--- src/rtl/core/alarm_snooze_sequencer_assert.svh ---
// Assertion macros shared by the alarm snooze sequencer RTL.
// Each macro takes a label, a clock, a reset and the expressions to check.
`ifndef ALARM_SNOOZE_SEQUENCER_ASSERT_SVH
`define ALARM_SNOOZE_SEQUENCER_ASSERT_SVH

// The consequent must hold in the same cycle as the antecedent.
`define ASEQ_ASSERT_NOW(name, clk, rst, ante, cons) \
   name: assert property (@(posedge clk) disable iff (rst) (ante) |-> (cons)) \
      else $error("alarm snooze sequencer check failed");

// The consequent must hold in the cycle after the antecedent.
`define ASEQ_ASSERT_NEXT(name, clk, rst, ante, cons) \
   name: assert property (@(posedge clk) disable iff (rst) (ante) |=> (cons)) \
      else $error("alarm snooze sequencer check failed");

`endif

--- src/rtl/core/asseq_pkg.sv ---
// Package for the alarm snooze sequencer: field widths, register indexes,
// reset values, the structs passed between modules and the snooze time helper.
// No dependencies.
`default_nettype none

package asseq_pkg;

   localparam int HOUR_W      = 5;
   localparam int MINUTE_W    = 6;
   localparam int SECOND_W    = 6;
   localparam int SNOOZE_W    = 5;
   localparam int TIMEOUT_W   = 16;
   localparam int LED_W       = 10;
   localparam int PHASE_W     = 2;
   localparam int COUNT_W     = 2;
   localparam int CSR_INDEX_W = 3;
   localparam int CSR_DATA_W  = 16;

   // Register indexes on the configuration port.
   localparam logic [CSR_INDEX_W-1:0] CSR_ALARM_HOUR   = 3'd0;
   localparam logic [CSR_INDEX_W-1:0] CSR_ALARM_MINUTE = 3'd1;
   localparam logic [CSR_INDEX_W-1:0] CSR_USE_24_HOUR  = 3'd2;
   localparam logic [CSR_INDEX_W-1:0] CSR_SNOOZE_MIN   = 3'd3;
   localparam logic [CSR_INDEX_W-1:0] CSR_RING_TIMEOUT = 3'd4;
   localparam logic [CSR_INDEX_W-1:0] CSR_LED_PERIOD   = 3'd5;

   localparam logic [HOUR_W-1:0]    RST_ALARM_HOUR   = 5'd12;
   localparam logic [MINUTE_W-1:0]  RST_ALARM_MINUTE = 6'd0;
   localparam logic                 RST_USE_24_HOUR  = 1'b0;
   localparam logic [SNOOZE_W-1:0]  RST_SNOOZE_MIN   = 5'd5;
   localparam logic [TIMEOUT_W-1:0] RST_RING_TIMEOUT = 16'd60000;
   localparam logic [LED_W-1:0]     RST_LED_PERIOD   = 10'd300;

   localparam logic [MINUTE_W:0] LAST_MINUTE      = 7'd59;
   localparam logic [MINUTE_W:0] MINUTES_PER_HOUR = 7'd60;
   localparam logic [HOUR_W-1:0] HOUR_NOON        = 5'd12;
   localparam logic [HOUR_W-1:0] HOUR_LAST        = 5'd23;
   localparam logic [HOUR_W-1:0] HOUR_ONE         = 5'd1;

   typedef struct packed {
      logic [HOUR_W-1:0]    alarm_hour;
      logic [MINUTE_W-1:0]  alarm_minute;
      logic                 use_24_hour;
      logic [SNOOZE_W-1:0]  snooze_minutes;
      logic [TIMEOUT_W-1:0] ring_timeout;
      logic [LED_W-1:0]     led_period;
   } cfg_type;

   // A classified tick item as it travels from the front to the back.
   typedef struct packed {
      logic                start;
      logic                dismiss;
      logic                time_mark;
      logic [HOUR_W-1:0]   hour;
      logic [MINUTE_W-1:0] minute;
   } cmd_type;

   typedef struct packed {
      logic               buzzer_on;
      logic [PHASE_W-1:0] phase;
      logic [COUNT_W-1:0] rings_done;
      logic               led_phase;
      logic               finished;
      logic               snooze_hit;
   } rsp_type;

   typedef struct packed {
      logic [HOUR_W-1:0]   hour;
      logic [MINUTE_W-1:0] minute;
   } clock_time_type;

   // Adds a number of minutes to the alarm time. The minute wraps at most once
   // and the hour then steps once with the wrap of the selected hour format.
   function automatic clock_time_type advance_time(
      input logic [HOUR_W-1:0]   hour,
      input logic [MINUTE_W-1:0] minute,
      input logic                use_24_hour,
      input logic [MINUTE_W:0]   add
   );
      logic [MINUTE_W:0] sum;
      clock_time_type    t;
      sum      = {1'b0, minute} + add;
      t.hour   = hour;
      t.minute = sum[MINUTE_W-1:0];
      if (sum > LAST_MINUTE) begin
         t.minute = MINUTE_W'(sum - MINUTES_PER_HOUR);
         if (use_24_hour) begin
            t.hour = (hour == HOUR_LAST) ? '0 : hour + HOUR_ONE;
         end else begin
            t.hour = (hour == HOUR_NOON) ? HOUR_ONE : hour + HOUR_ONE;
         end
      end
      return t;
   endfunction

endpackage

`default_nettype wire

--- src/rtl/core/asseq_fifo.sv ---
// Small register queue with separate push and pop sides.
// Generic in width and depth; no package dependency.
`default_nettype none

module asseq_fifo #(
   parameter int WIDTH = 8,
   parameter int DEPTH = 2
) (
   input  wire logic             clock,
   input  wire logic             reset,
   input  wire logic             push,
   input  wire logic [WIDTH-1:0] wr_data,
   output logic                  full,
   input  wire logic             pop,
   output logic [WIDTH-1:0]      rd_data,
   output logic                  empty
);

   localparam int AW = (DEPTH > 1) ? $clog2(DEPTH) : 1;
   localparam int CW = $clog2(DEPTH + 1);

   logic [WIDTH-1:0] data_ff [DEPTH];
   logic [AW-1:0]    wr_ptr_ff, wr_ptr_in;
   logic [AW-1:0]    rd_ptr_ff, rd_ptr_in;
   logic [CW-1:0]    count_ff, count_in;
   logic             do_push, do_pop;

   assign full    = (count_ff == CW'(DEPTH));
   assign empty   = (count_ff == '0);
   assign rd_data = data_ff[rd_ptr_ff];
   assign do_push = push && !full;
   assign do_pop  = pop && !empty;

   always_comb begin
      wr_ptr_in = wr_ptr_ff;
      rd_ptr_in = rd_ptr_ff;
      count_in  = count_ff;
      if (do_push) begin
         wr_ptr_in = (wr_ptr_ff == AW'(DEPTH - 1)) ? '0 : wr_ptr_ff + AW'(1);
      end
      if (do_pop) begin
         rd_ptr_in = (rd_ptr_ff == AW'(DEPTH - 1)) ? '0 : rd_ptr_ff + AW'(1);
      end
      if (do_push && !do_pop) begin
         count_in = count_ff + CW'(1);
      end else if (do_pop && !do_push) begin
         count_in = count_ff - CW'(1);
      end
   end

   always_ff @(posedge clock) begin
      if (reset) begin
         wr_ptr_ff <= '0;
         rd_ptr_ff <= '0;
         count_ff  <= '0;
      end else begin
         wr_ptr_ff <= wr_ptr_in;
         rd_ptr_ff <= rd_ptr_in;
         count_ff  <= count_in;
      end
   end

   always_ff @(posedge clock) begin
      if (do_push) begin
         data_ff[wr_ptr_ff] <= wr_data;
      end
   end

endmodule

`default_nettype wire

--- src/rtl/core/asseq_front.sv ---
// Front end of the alarm snooze sequencer: takes tick items and classifies them.
// Depends on asseq_pkg for the command struct and field widths.
`default_nettype none

module asseq_front (
   input  wire logic                          req_push,
   output logic                               req_full,
   input  wire logic                          start_req,
   input  wire logic                          dismiss_press,
   input  wire logic                          time_valid,
   input  wire logic [asseq_pkg::HOUR_W-1:0]   now_hour,
   input  wire logic [asseq_pkg::MINUTE_W-1:0] now_minute,
   input  wire logic [asseq_pkg::SECOND_W-1:0] now_second,
   input  wire logic                          cmd_full,
   output logic                               cmd_push,
   output asseq_pkg::cmd_type                 cmd
);

   assign req_full = cmd_full;
   assign cmd_push = req_push && !cmd_full;

   // Only a fresh time stamp on a whole minute can match a snooze target,
   // so the seconds are reduced to a single flag here.
   always_comb begin
      cmd.start     = start_req;
      cmd.dismiss   = dismiss_press;
      cmd.time_mark = time_valid && (now_second == '0);
      cmd.hour      = now_hour;
      cmd.minute    = now_minute;
   end

endmodule

`default_nettype wire

--- src/rtl/core/asseq_back.sv ---
// Back end of the alarm snooze sequencer: ring, snooze and LED state machine.
// Depends on asseq_pkg and the assertion macros in alarm_snooze_sequencer_assert.svh.
`default_nettype none
`include "alarm_snooze_sequencer_assert.svh"

module asseq_back #(
   parameter int RING_TIMER_BITS = 16
) (
   input  wire logic               clock,
   input  wire logic               reset,
   input  wire asseq_pkg::cfg_type cfg,
   input  wire logic               cmd_valid,
   input  wire asseq_pkg::cmd_type cmd,
   output logic                    cmd_pop,
   input  wire logic               rsp_full,
   output logic                    rsp_push,
   output asseq_pkg::rsp_type      rsp
);

   localparam int T     = RING_TIMER_BITS;
   localparam int CMP_W = (T > asseq_pkg::TIMEOUT_W) ? T : asseq_pkg::TIMEOUT_W;
   localparam int LW    = asseq_pkg::LED_W;
   localparam int CNT_W = asseq_pkg::COUNT_W;

   typedef enum logic [asseq_pkg::PHASE_W-1:0] {
      PH_IDLE = 2'd0,
      PH_RING = 2'd1,
      PH_WAIT = 2'd2
   } phase_type;

   phase_type                   phase_ff, phase_in, cur_phase;
   logic [CNT_W-1:0]            count_ff, count_in, cur_count;
   logic [T-1:0]                timer_ff, timer_in, cur_timer, timer_inc;
   logic [LW-1:0]               led_timer_ff, led_timer_in, cur_led;
   logic [LW:0]                 led_inc;
   logic                        toggle_ff, toggle_in;
   asseq_pkg::clock_time_type   first_ff, first_in, second_ff, second_in;
   logic                        step, start_go, ring_end, match, fin, hit;

   assign step     = cmd_valid && !rsp_full;
   assign cmd_pop  = step;
   assign rsp_push = step;
   assign start_go = (phase_ff == PH_IDLE) && cmd.start;

   always_comb begin
      first_in  = asseq_pkg::advance_time(cfg.alarm_hour, cfg.alarm_minute, cfg.use_24_hour,
                                          {2'b00, cfg.snooze_minutes});
      second_in = asseq_pkg::advance_time(cfg.alarm_hour, cfg.alarm_minute, cfg.use_24_hour,
                                          {1'b0, cfg.snooze_minutes, 1'b0});
   end

   always_comb begin
      // A start item is handled as the first ringing tick of a fresh sequence.
      cur_phase = start_go ? PH_RING : phase_ff;
      cur_count = start_go ? '0 : count_ff;
      cur_timer = start_go ? '0 : timer_ff;
      cur_led   = start_go ? '0 : led_timer_ff;

      phase_in     = cur_phase;
      count_in     = cur_count;
      timer_in     = cur_timer;
      led_timer_in = cur_led;
      toggle_in    = toggle_ff;
      fin          = 1'b0;
      hit          = 1'b0;
      ring_end     = 1'b0;
      match        = 1'b0;
      timer_inc    = (cur_timer == {T{1'b1}}) ? cur_timer : cur_timer + T'(1);
      led_inc      = {1'b0, cur_led} + (LW + 1)'(1);

      if (cur_phase != PH_IDLE) begin
         toggle_in    = toggle_ff ^ (cur_led == '0);
         led_timer_in = (led_inc >= {1'b0, cfg.led_period}) ? '0 : led_inc[LW-1:0];
      end

      case (cur_phase)
         PH_RING: begin
            ring_end = (CMP_W'(timer_inc) >= CMP_W'(cfg.ring_timeout)) || cmd.dismiss;
            timer_in = timer_inc;
            if (ring_end) begin
               timer_in = '0;
               count_in = cur_count + CNT_W'(1);
               if (cur_count < CNT_W'(2)) begin
                  phase_in = PH_WAIT;
               end else begin
                  phase_in = PH_IDLE;
                  fin      = 1'b1;
               end
            end
         end
         PH_WAIT: begin
            if (cmd.time_mark) begin
               if (cur_count == CNT_W'(1)) begin
                  match = (cmd.hour == first_ff.hour) && (cmd.minute == first_ff.minute);
               end else if (cur_count == CNT_W'(2)) begin
                  match = (cmd.hour == second_ff.hour) && (cmd.minute == second_ff.minute);
               end
            end
            // A press wins over a snooze match on the same tick.
            if (cmd.dismiss) begin
               phase_in = PH_IDLE;
               fin      = 1'b1;
            end else if (match) begin
               phase_in = PH_RING;
               timer_in = '0;
               hit      = 1'b1;
            end
         end
         default: begin
         end
      endcase

      rsp.buzzer_on  = (phase_in == PH_RING);
      rsp.phase      = phase_in;
      rsp.rings_done = count_in;
      rsp.led_phase  = toggle_in;
      rsp.finished   = fin;
      rsp.snooze_hit = hit;
   end

   always_ff @(posedge clock) begin
      if (reset) begin
         phase_ff     <= PH_IDLE;
         count_ff     <= '0;
         timer_ff     <= '0;
         led_timer_ff <= '0;
         toggle_ff    <= 1'b0;
      end else if (step) begin
         phase_ff     <= phase_in;
         count_ff     <= count_in;
         timer_ff     <= timer_in;
         led_timer_ff <= led_timer_in;
         toggle_ff    <= toggle_in;
      end
   end

   // Snooze targets are only read while waiting, which always follows a start.
   always_ff @(posedge clock) begin
      if (step && start_go) begin
         first_ff  <= first_in;
         second_ff <= second_in;
      end
   end

   `ASEQ_ASSERT_NOW(a_finish_is_idle, clock, reset, rsp_push && rsp.finished, rsp.phase == PH_IDLE)
   `ASEQ_ASSERT_NOW(a_wait_count, clock, reset, phase_ff == PH_WAIT, count_ff == CNT_W'(1) || count_ff == CNT_W'(2))
   `ASEQ_ASSERT_NOW(a_timer_idle_zero, clock, reset, phase_ff != PH_RING, timer_ff == '0)
   `ASEQ_ASSERT_NEXT(a_hit_rings, clock, reset, step && hit, phase_ff == PH_RING)

endmodule

`default_nettype wire

--- src/rtl/core/alarm_snooze_sequencer.sv ---
// Alarm ring and snooze sequencer. Each item is one millisecond tick; a
// start request rings the alarm and two snooze rings follow at fixed
// intervals unless a short button press dismisses the sequence.
// Items enter on the req_ queue port: one is taken at each rising edge where
// req_push is high and req_full is low. Results leave on the rsp_ queue port:
// the oldest result is shown while rsp_empty is low and is taken at an edge
// where rsp_pop is high. Every item gives exactly one result.
// An item taken waits in the command queue; the back end's result for it is
// written into the result queue, which drives the result ports. One item per
// cycle is sustained while the result queue is not full, set by the back end
// state update, which takes the next command queue item every such cycle.
// When rsp_pop stays low the result queue fills, the back end holds, the
// command queue fills and req_full rises; nothing is lost.
// Configuration registers are written through csr_write, csr_index, csr_wdata;
// the user must write them only while the block is idle (not enforced). Reset
// empties both queues, returns the sequencer to idle and loads the default
// register values. Depends on asseq_pkg, asseq_front, asseq_fifo and asseq_back.
`default_nettype none

module alarm_snooze_sequencer #(
   parameter int RING_TIMER_BITS = 16,
   parameter int CMD_QUEUE_DEPTH = 2,
   parameter int RSP_QUEUE_DEPTH = 2
) (
   input  wire logic                             clock,
   input  wire logic                             reset,
   input  wire logic                             csr_write,
   input  wire logic [asseq_pkg::CSR_INDEX_W-1:0] csr_index,
   input  wire logic [asseq_pkg::CSR_DATA_W-1:0]  csr_wdata,
   input  wire logic                             req_push,
   output logic                                  req_full,
   input  wire logic                             req_start_req,
   input  wire logic                             req_dismiss_press,
   input  wire logic                             req_time_valid,
   input  wire logic [asseq_pkg::HOUR_W-1:0]      req_now_hour,
   input  wire logic [asseq_pkg::MINUTE_W-1:0]    req_now_minute,
   input  wire logic [asseq_pkg::SECOND_W-1:0]    req_now_second,
   output logic                                  rsp_empty,
   input  wire logic                             rsp_pop,
   output logic                                  rsp_buzzer_on,
   output logic [asseq_pkg::PHASE_W-1:0]          rsp_phase,
   output logic [asseq_pkg::COUNT_W-1:0]          rsp_rings_done,
   output logic                                  rsp_led_phase,
   output logic                                  rsp_finished,
   output logic                                  rsp_snooze_hit
);

   localparam int CMD_W = $bits(asseq_pkg::cmd_type);
   localparam int RSP_W = $bits(asseq_pkg::rsp_type);

   asseq_pkg::cfg_type cfg_ff;
   asseq_pkg::cmd_type front_cmd, back_cmd;
   asseq_pkg::rsp_type back_rsp, out_rsp;
   logic [CMD_W-1:0]   cmd_rd_data;
   logic [RSP_W-1:0]   rsp_rd_data;
   logic               cmd_push, cmd_full, cmd_empty, cmd_pop;
   logic               rsp_push, rsp_full;

   always_ff @(posedge clock) begin
      if (reset) begin
         cfg_ff.alarm_hour     <= asseq_pkg::RST_ALARM_HOUR;
         cfg_ff.alarm_minute   <= asseq_pkg::RST_ALARM_MINUTE;
         cfg_ff.use_24_hour    <= asseq_pkg::RST_USE_24_HOUR;
         cfg_ff.snooze_minutes <= asseq_pkg::RST_SNOOZE_MIN;
         cfg_ff.ring_timeout   <= asseq_pkg::RST_RING_TIMEOUT;
         cfg_ff.led_period     <= asseq_pkg::RST_LED_PERIOD;
      end else if (csr_write) begin
         case (csr_index)
            asseq_pkg::CSR_ALARM_HOUR: begin
               cfg_ff.alarm_hour <= csr_wdata[asseq_pkg::HOUR_W-1:0];
            end
            asseq_pkg::CSR_ALARM_MINUTE: begin
               cfg_ff.alarm_minute <= csr_wdata[asseq_pkg::MINUTE_W-1:0];
            end
            asseq_pkg::CSR_USE_24_HOUR: begin
               cfg_ff.use_24_hour <= csr_wdata[0];
            end
            asseq_pkg::CSR_SNOOZE_MIN: begin
               cfg_ff.snooze_minutes <= csr_wdata[asseq_pkg::SNOOZE_W-1:0];
            end
            asseq_pkg::CSR_RING_TIMEOUT: begin
               cfg_ff.ring_timeout <= csr_wdata[asseq_pkg::TIMEOUT_W-1:0];
            end
            asseq_pkg::CSR_LED_PERIOD: begin
               cfg_ff.led_period <= csr_wdata[asseq_pkg::LED_W-1:0];
            end
            default: begin
            end
         endcase
      end
   end

   asseq_front u_front (
      .req_push      (req_push),
      .req_full      (req_full),
      .start_req     (req_start_req),
      .dismiss_press (req_dismiss_press),
      .time_valid    (req_time_valid),
      .now_hour      (req_now_hour),
      .now_minute    (req_now_minute),
      .now_second    (req_now_second),
      .cmd_full      (cmd_full),
      .cmd_push      (cmd_push),
      .cmd           (front_cmd)
   );

   asseq_fifo #(
      .WIDTH (CMD_W),
      .DEPTH (CMD_QUEUE_DEPTH)
   ) u_cmd_queue (
      .clock   (clock),
      .reset   (reset),
      .push    (cmd_push),
      .wr_data (front_cmd),
      .full    (cmd_full),
      .pop     (cmd_pop),
      .rd_data (cmd_rd_data),
      .empty   (cmd_empty)
   );

   assign back_cmd = asseq_pkg::cmd_type'(cmd_rd_data);

   asseq_back #(
      .RING_TIMER_BITS (RING_TIMER_BITS)
   ) u_back (
      .clock     (clock),
      .reset     (reset),
      .cfg       (cfg_ff),
      .cmd_valid (!cmd_empty),
      .cmd       (back_cmd),
      .cmd_pop   (cmd_pop),
      .rsp_full  (rsp_full),
      .rsp_push  (rsp_push),
      .rsp       (back_rsp)
   );

   asseq_fifo #(
      .WIDTH (RSP_W),
      .DEPTH (RSP_QUEUE_DEPTH)
   ) u_rsp_queue (
      .clock   (clock),
      .reset   (reset),
      .push    (rsp_push),
      .wr_data (back_rsp),
      .full    (rsp_full),
      .pop     (rsp_pop),
      .rd_data (rsp_rd_data),
      .empty   (rsp_empty)
   );

   assign out_rsp        = asseq_pkg::rsp_type'(rsp_rd_data);
   assign rsp_buzzer_on  = out_rsp.buzzer_on;
   assign rsp_phase      = out_rsp.phase;
   assign rsp_rings_done = out_rsp.rings_done;
   assign rsp_led_phase  = out_rsp.led_phase;
   assign rsp_finished   = out_rsp.finished;
   assign rsp_snooze_hit = out_rsp.snooze_hit;

endmodule

`default_nettype wire
--- config.mk ---
export PLATFORM = sky130hd
export DESIGN_NAME = alarm_snooze_sequencer
export DESIGN_NICKNAME = d
export VERILOG_FILES = /design/src/rtl/core/asseq_pkg.sv /design/src/rtl/core/asseq_fifo.sv /design/src/rtl/core/asseq_front.sv /design/src/rtl/core/asseq_back.sv /design/src/rtl/core/alarm_snooze_sequencer.sv
export VERILOG_INCLUDE_DIRS = /design/src /design/src/rtl/core
export SDC_FILE = /design/constraint.sdc
export NUM_CORES = 1
export LEC_CHECK = 0
export ABC_AREA = 1
export BUFFER_PORTS_ARGS = -buffer_cell sky130_fd_sc_hd__buf_2
export CORE_MARGIN = 4
export CORE_UTILIZATION = 35
export DETAILED_ROUTE_END_ITERATION = 10
export SLEW_MARGIN = 20
export SYNTH_ARGS = -nofsm -noshare
export SYNTH_HDL_FRONTEND = slang
export SYNTH_SLANG_ARGS = --single-unit
--- constraint.sdc ---
create_clock -name clock -period 4.86 [get_ports clock]
set_clock_uncertainty 0.05 [all_clocks]
set_input_delay 0.972 -clock clock [delete_from_list [all_inputs] [get_ports clock]]
set_output_delay 0.972 -clock clock [all_outputs]
set_load 0.005 [all_outputs]
==> out/qor.tcl <==
set qor(grt.overflow.total) 0
set qor(grt_max_degree) 35
set qor(timing.critical_path.to_type) {flop}
set qor(synthesis.area_um2) 9000
set qor(stdcell_count) 1599
set qor(worst-endpoint-arrival_ns) 4.55
set qor(antenna_violating_nets_left) 0
set qor(rsz0062_at_grt) {false}
set qor(final_nets) 1351
set qor(cts_root_buffer) {clkbuf_16}
set qor(r2r_setup_slack_ns) 0.62
set qor(setup.worst_path.class) {reg2reg}
set qor(cells_after_synthesis) 1207
set qor(layout_min_cycle_time_ns) 4.24
set qor(worstMarginPinSlew_ns) 0.883
set qor(die_w_um) 168
set qor(synthesis.area_per_instance_um2) 7.46
set qor(min_path_type) {reg2reg}
set qor(timing.final.crit_share) 0.873
set qor(ctsResizeCount) 0
set qor(yosys_register_bits) 150
set qor(total_leakage_power_nw) 4.80
set qor(hold_violation_total_from_the_final_report) 0
set qor(timing.max_cap.violations) 0
set qor(row_cnt) 58
set qor(setup_viol) 0
set qor(core_area_um2) 25300
set qor(top_level_ports) 54
set qor(cts.repair_timing.setup_buffer_count) 0
set qor(dp.cells) 1567
set qor(drcViolationCount) 0
set qor(critPathRequiredTime_ns) 5.17
set qor(viasPerCell) 4.84
set qor(synth_cell_type_count) 41
set qor(fin_setup_tns_ns) 0
set qor(final_layout_size_suffix_gt1_frac) 0.113
set qor(place_congestion) 0.887
set qor(grt_pass1_vias) 7095
set qor(clkSlewWorstSetupHoldPaths_ns) 0.06
set qor(cts-buffers-inserted) 17
set qor(synth_fp_nets) 1302
set qor(synth-async-reset-ratio) 0
set qor(critical_path.reg2reg.endpoint) {u_back.timer_ff[5]}
set qor(hold_path_startpoint) {u_cmd_queue.rd_ptr_ff}
set qor(ys.warnings.count) 0
set qor(number_of_diodes) 0
set qor(cts_hold_buffers) 0
set qor(routedWlPerCell_um) 13.7
set qor(route.vias.total) 7733
set qor(die-height_um) 168
set qor(r2r.worst_path.cells) 19
set qor(power_density_nw_per_um2) 496
set qor(min_path_cells) 1
set qor(htree_levels) 4
set qor(most_common_cell_after_layout_fill_and_taps_aside) {nand2_1}
set qor(seq_area_frac_synth) 0.407
set qor(overall_routing_resource_usage) 0.157
set qor(insertion_delay_ns) 0.43
set qor(report.final.slew_viol_count) 0
set qor(detailed_place_hpwl_um) 16300
set qor(run_status) {completed}
set qor(buffer_levels_on_the_longest_clock_path) 2
set qor(drt_first_iter_violations) 575
set qor(placement.io_buffers) 53
set qor(critical_path.startpoint_type) {flop}
set qor(clock-sinks) 150
set qor(achievable-frequency_mhz) 236
set qor(post_synth_edffs) 66
set qor(grt_pass1_wl_um) 36500
set qor(routed_wirelength_um) 21900
set qor(synthToLayoutAreaGrowth_pct) 13.3
set qor(die_area_um2) 28400
set qor(worst-path-max-fanout) 19
set qor(layout_common_cells) {nand2_1 (330), inv_1 (174), nor2_1 (94), nand3_1 (87), dfxtp_1 (84)}
set qor(peak_supply_drop_mv) 0.228
set qor(number_of_antenna_violations_at_the_first_check_in_global_routing) 1
set qor(drt_pass1_iterations) 5
set qor(synthFlopType) {dfxtp_1}
set qor(initial_utilization) 0.356
set qor(timing.slew.headroom) 0.411
set qor(cts_tree) {done}
synth_stat cells, types with 2 or more instances:
master	number	share of area
buf_2	4	0.0022
nor3_1	5	0.0028
o21ai_1	2	0.0011
buf_6	7	0.0088
buf_4	2	0.0017
nand4_2	2	0.0028
dfxtp_1	84	0.19
nand3b_1	11	0.0092
o21bai_1	3	0.0025
nor2_4	2	0.0025
nand2_2	13	0.0090
ha_1	49	0.068
inv_2	3	0.0013
nand4_1	15	0.010
nor2_2	8	0.0056
xor2_1	20	0.019
nand2_1	330	0.14
a21oi_1	75	0.042
nor4_1	2	0.0014
nand3_1	87	0.048
o211ai_1	15	0.013
o22ai_1	2	0.0014
o21ai_0	78	0.043
nor2_1	94	0.039
edfxtp_1	66	0.22
fa_1	2	0.0044
mux2_2	8	0.010
nor3_2	2	0.0022
nand3_2	3	0.0033
inv_1	174	0.073
xnor2_1	9	0.0088
clkbuf_1	21	0.0088
logic make-up (layout without fill, tap and decap cells):
group / count (synthesis) / count (layout) / share of synthesized area
adder cells (fa/ha/maj): 51 / 51 / 0.0726
AO/OA/AOI/OAI: 176 / 176 / 0.103
AND/OR/NAND/NOR: 579 / 579 / 0.281
flip-flops: 150 / 150 / 0.407
XOR/XNOR: 29 / 29 / 0.0282
multiplexers: 9 / 9 / 0.0115
buffers and inverters: 213 / 275 / 0.0963
power breakdown:
part	total [mW]	internal, mW	switching (mW)
combinational	1.87	0.605	1.26
sequential	1.80	1.63	0.169
clock	1.39	0.823	0.562
critical path, stage by stage, from the launching register on:
cell,delay [ns]
dfxtp_1,0.35
inv_4,0.15
nand2_2,0.10
nand3_4,0.18
nand2_1,0.13
inv_1,0.18
ha_1,0.24
nor3b_4,0.29
nand4_2,0.47
nand2_2,0.26
ha_1,0.27
a21oi_1,0.14
o21ai_0,0.09
a21oi_1,0.17
nand4_2,0.19
nor2_4,0.41
nand2_1,0.20
nand3_1,0.13
nand2_1,0.06
a21oi_1,0.11
registers in the layout, summed over array words and instances (netlist names), 2 cells and up, named ones only:
name	count
cfg_ff	43
u_cmd_queue.data_ff	28
u_back.timer_ff	16
u_rsp_queue.data_ff	16
u_back.first_ff	11
u_back.second_ff	11
u_back.led_timer_ff	10
u_back.count_ff	2
u_back.phase_ff	2
u_cmd_queue.count_ff	2
u_rsp_queue.count_ff	2
stage by stage:
| stage | setup slack (ns) | cell area, µm² | util | hold slack, ns | total power [mW] |
|---|---|---|---|---|---|
| floorplan | 1.46 | 9000 | - | 0.376 | 3.20 |
| global placement | 0.742 | 9580 | 0.379 | 0.386 | 3.66 |
| detailed placement | 0.650 | 9580 | 0.379 | 0.396 | 3.69 |
| CTS | 0.617 | 10200 | 0.404 | 0.407 | 5.09 |
| global route | 0.233 | 10200 | 0.404 | 0.438 | 5.44 |
| finish | 0.618 | 10200 | 0.404 | 0.410 | 5.06 |
final cells by class:
type | count | area (µm²)
sequential | 150 | 3660
multi-input combinational | 844 | 4480
tap | 330 | 413
inverter | 178 | 671
fill | 2626 | 15100
clock buffer | 18 | 429
clock inverter | 14 | 188
timing repair buffer | 65 | 355
how the worst max path moves through the flow:
stage	slack, ns	start	depth (start not counted)	to
detailed placement	0.65	flop	19	u_back.timer_ff[5]
floorplan	1.46	flop	31	u_back.timer_ff[12]
finish	0.62	flop	19	u_back.timer_ff[5]
global route	0.23	flop	27	u_back.timer_ff[2]
CTS	0.62	flop	19	u_back.timer_ff[5]
global placement	0.74	flop	19	u_back.timer_ff[2]
layer usage:
| layer | wire length, µm | track usage | vias up |
|---|---|---|---|
| met5 | 0 | 0 | - |
| met4 | 208 | 0.0356 | 0 |
| met3 | 1120 | 0.0279 | 13 |
| met2 | 8930 | 0.226 | 179 |
| met1 | 11600 | 0.243 | 3530 |
| li1 | - | - | 4011 |
No activity file was read; power rests on OpenSTA's default activity.
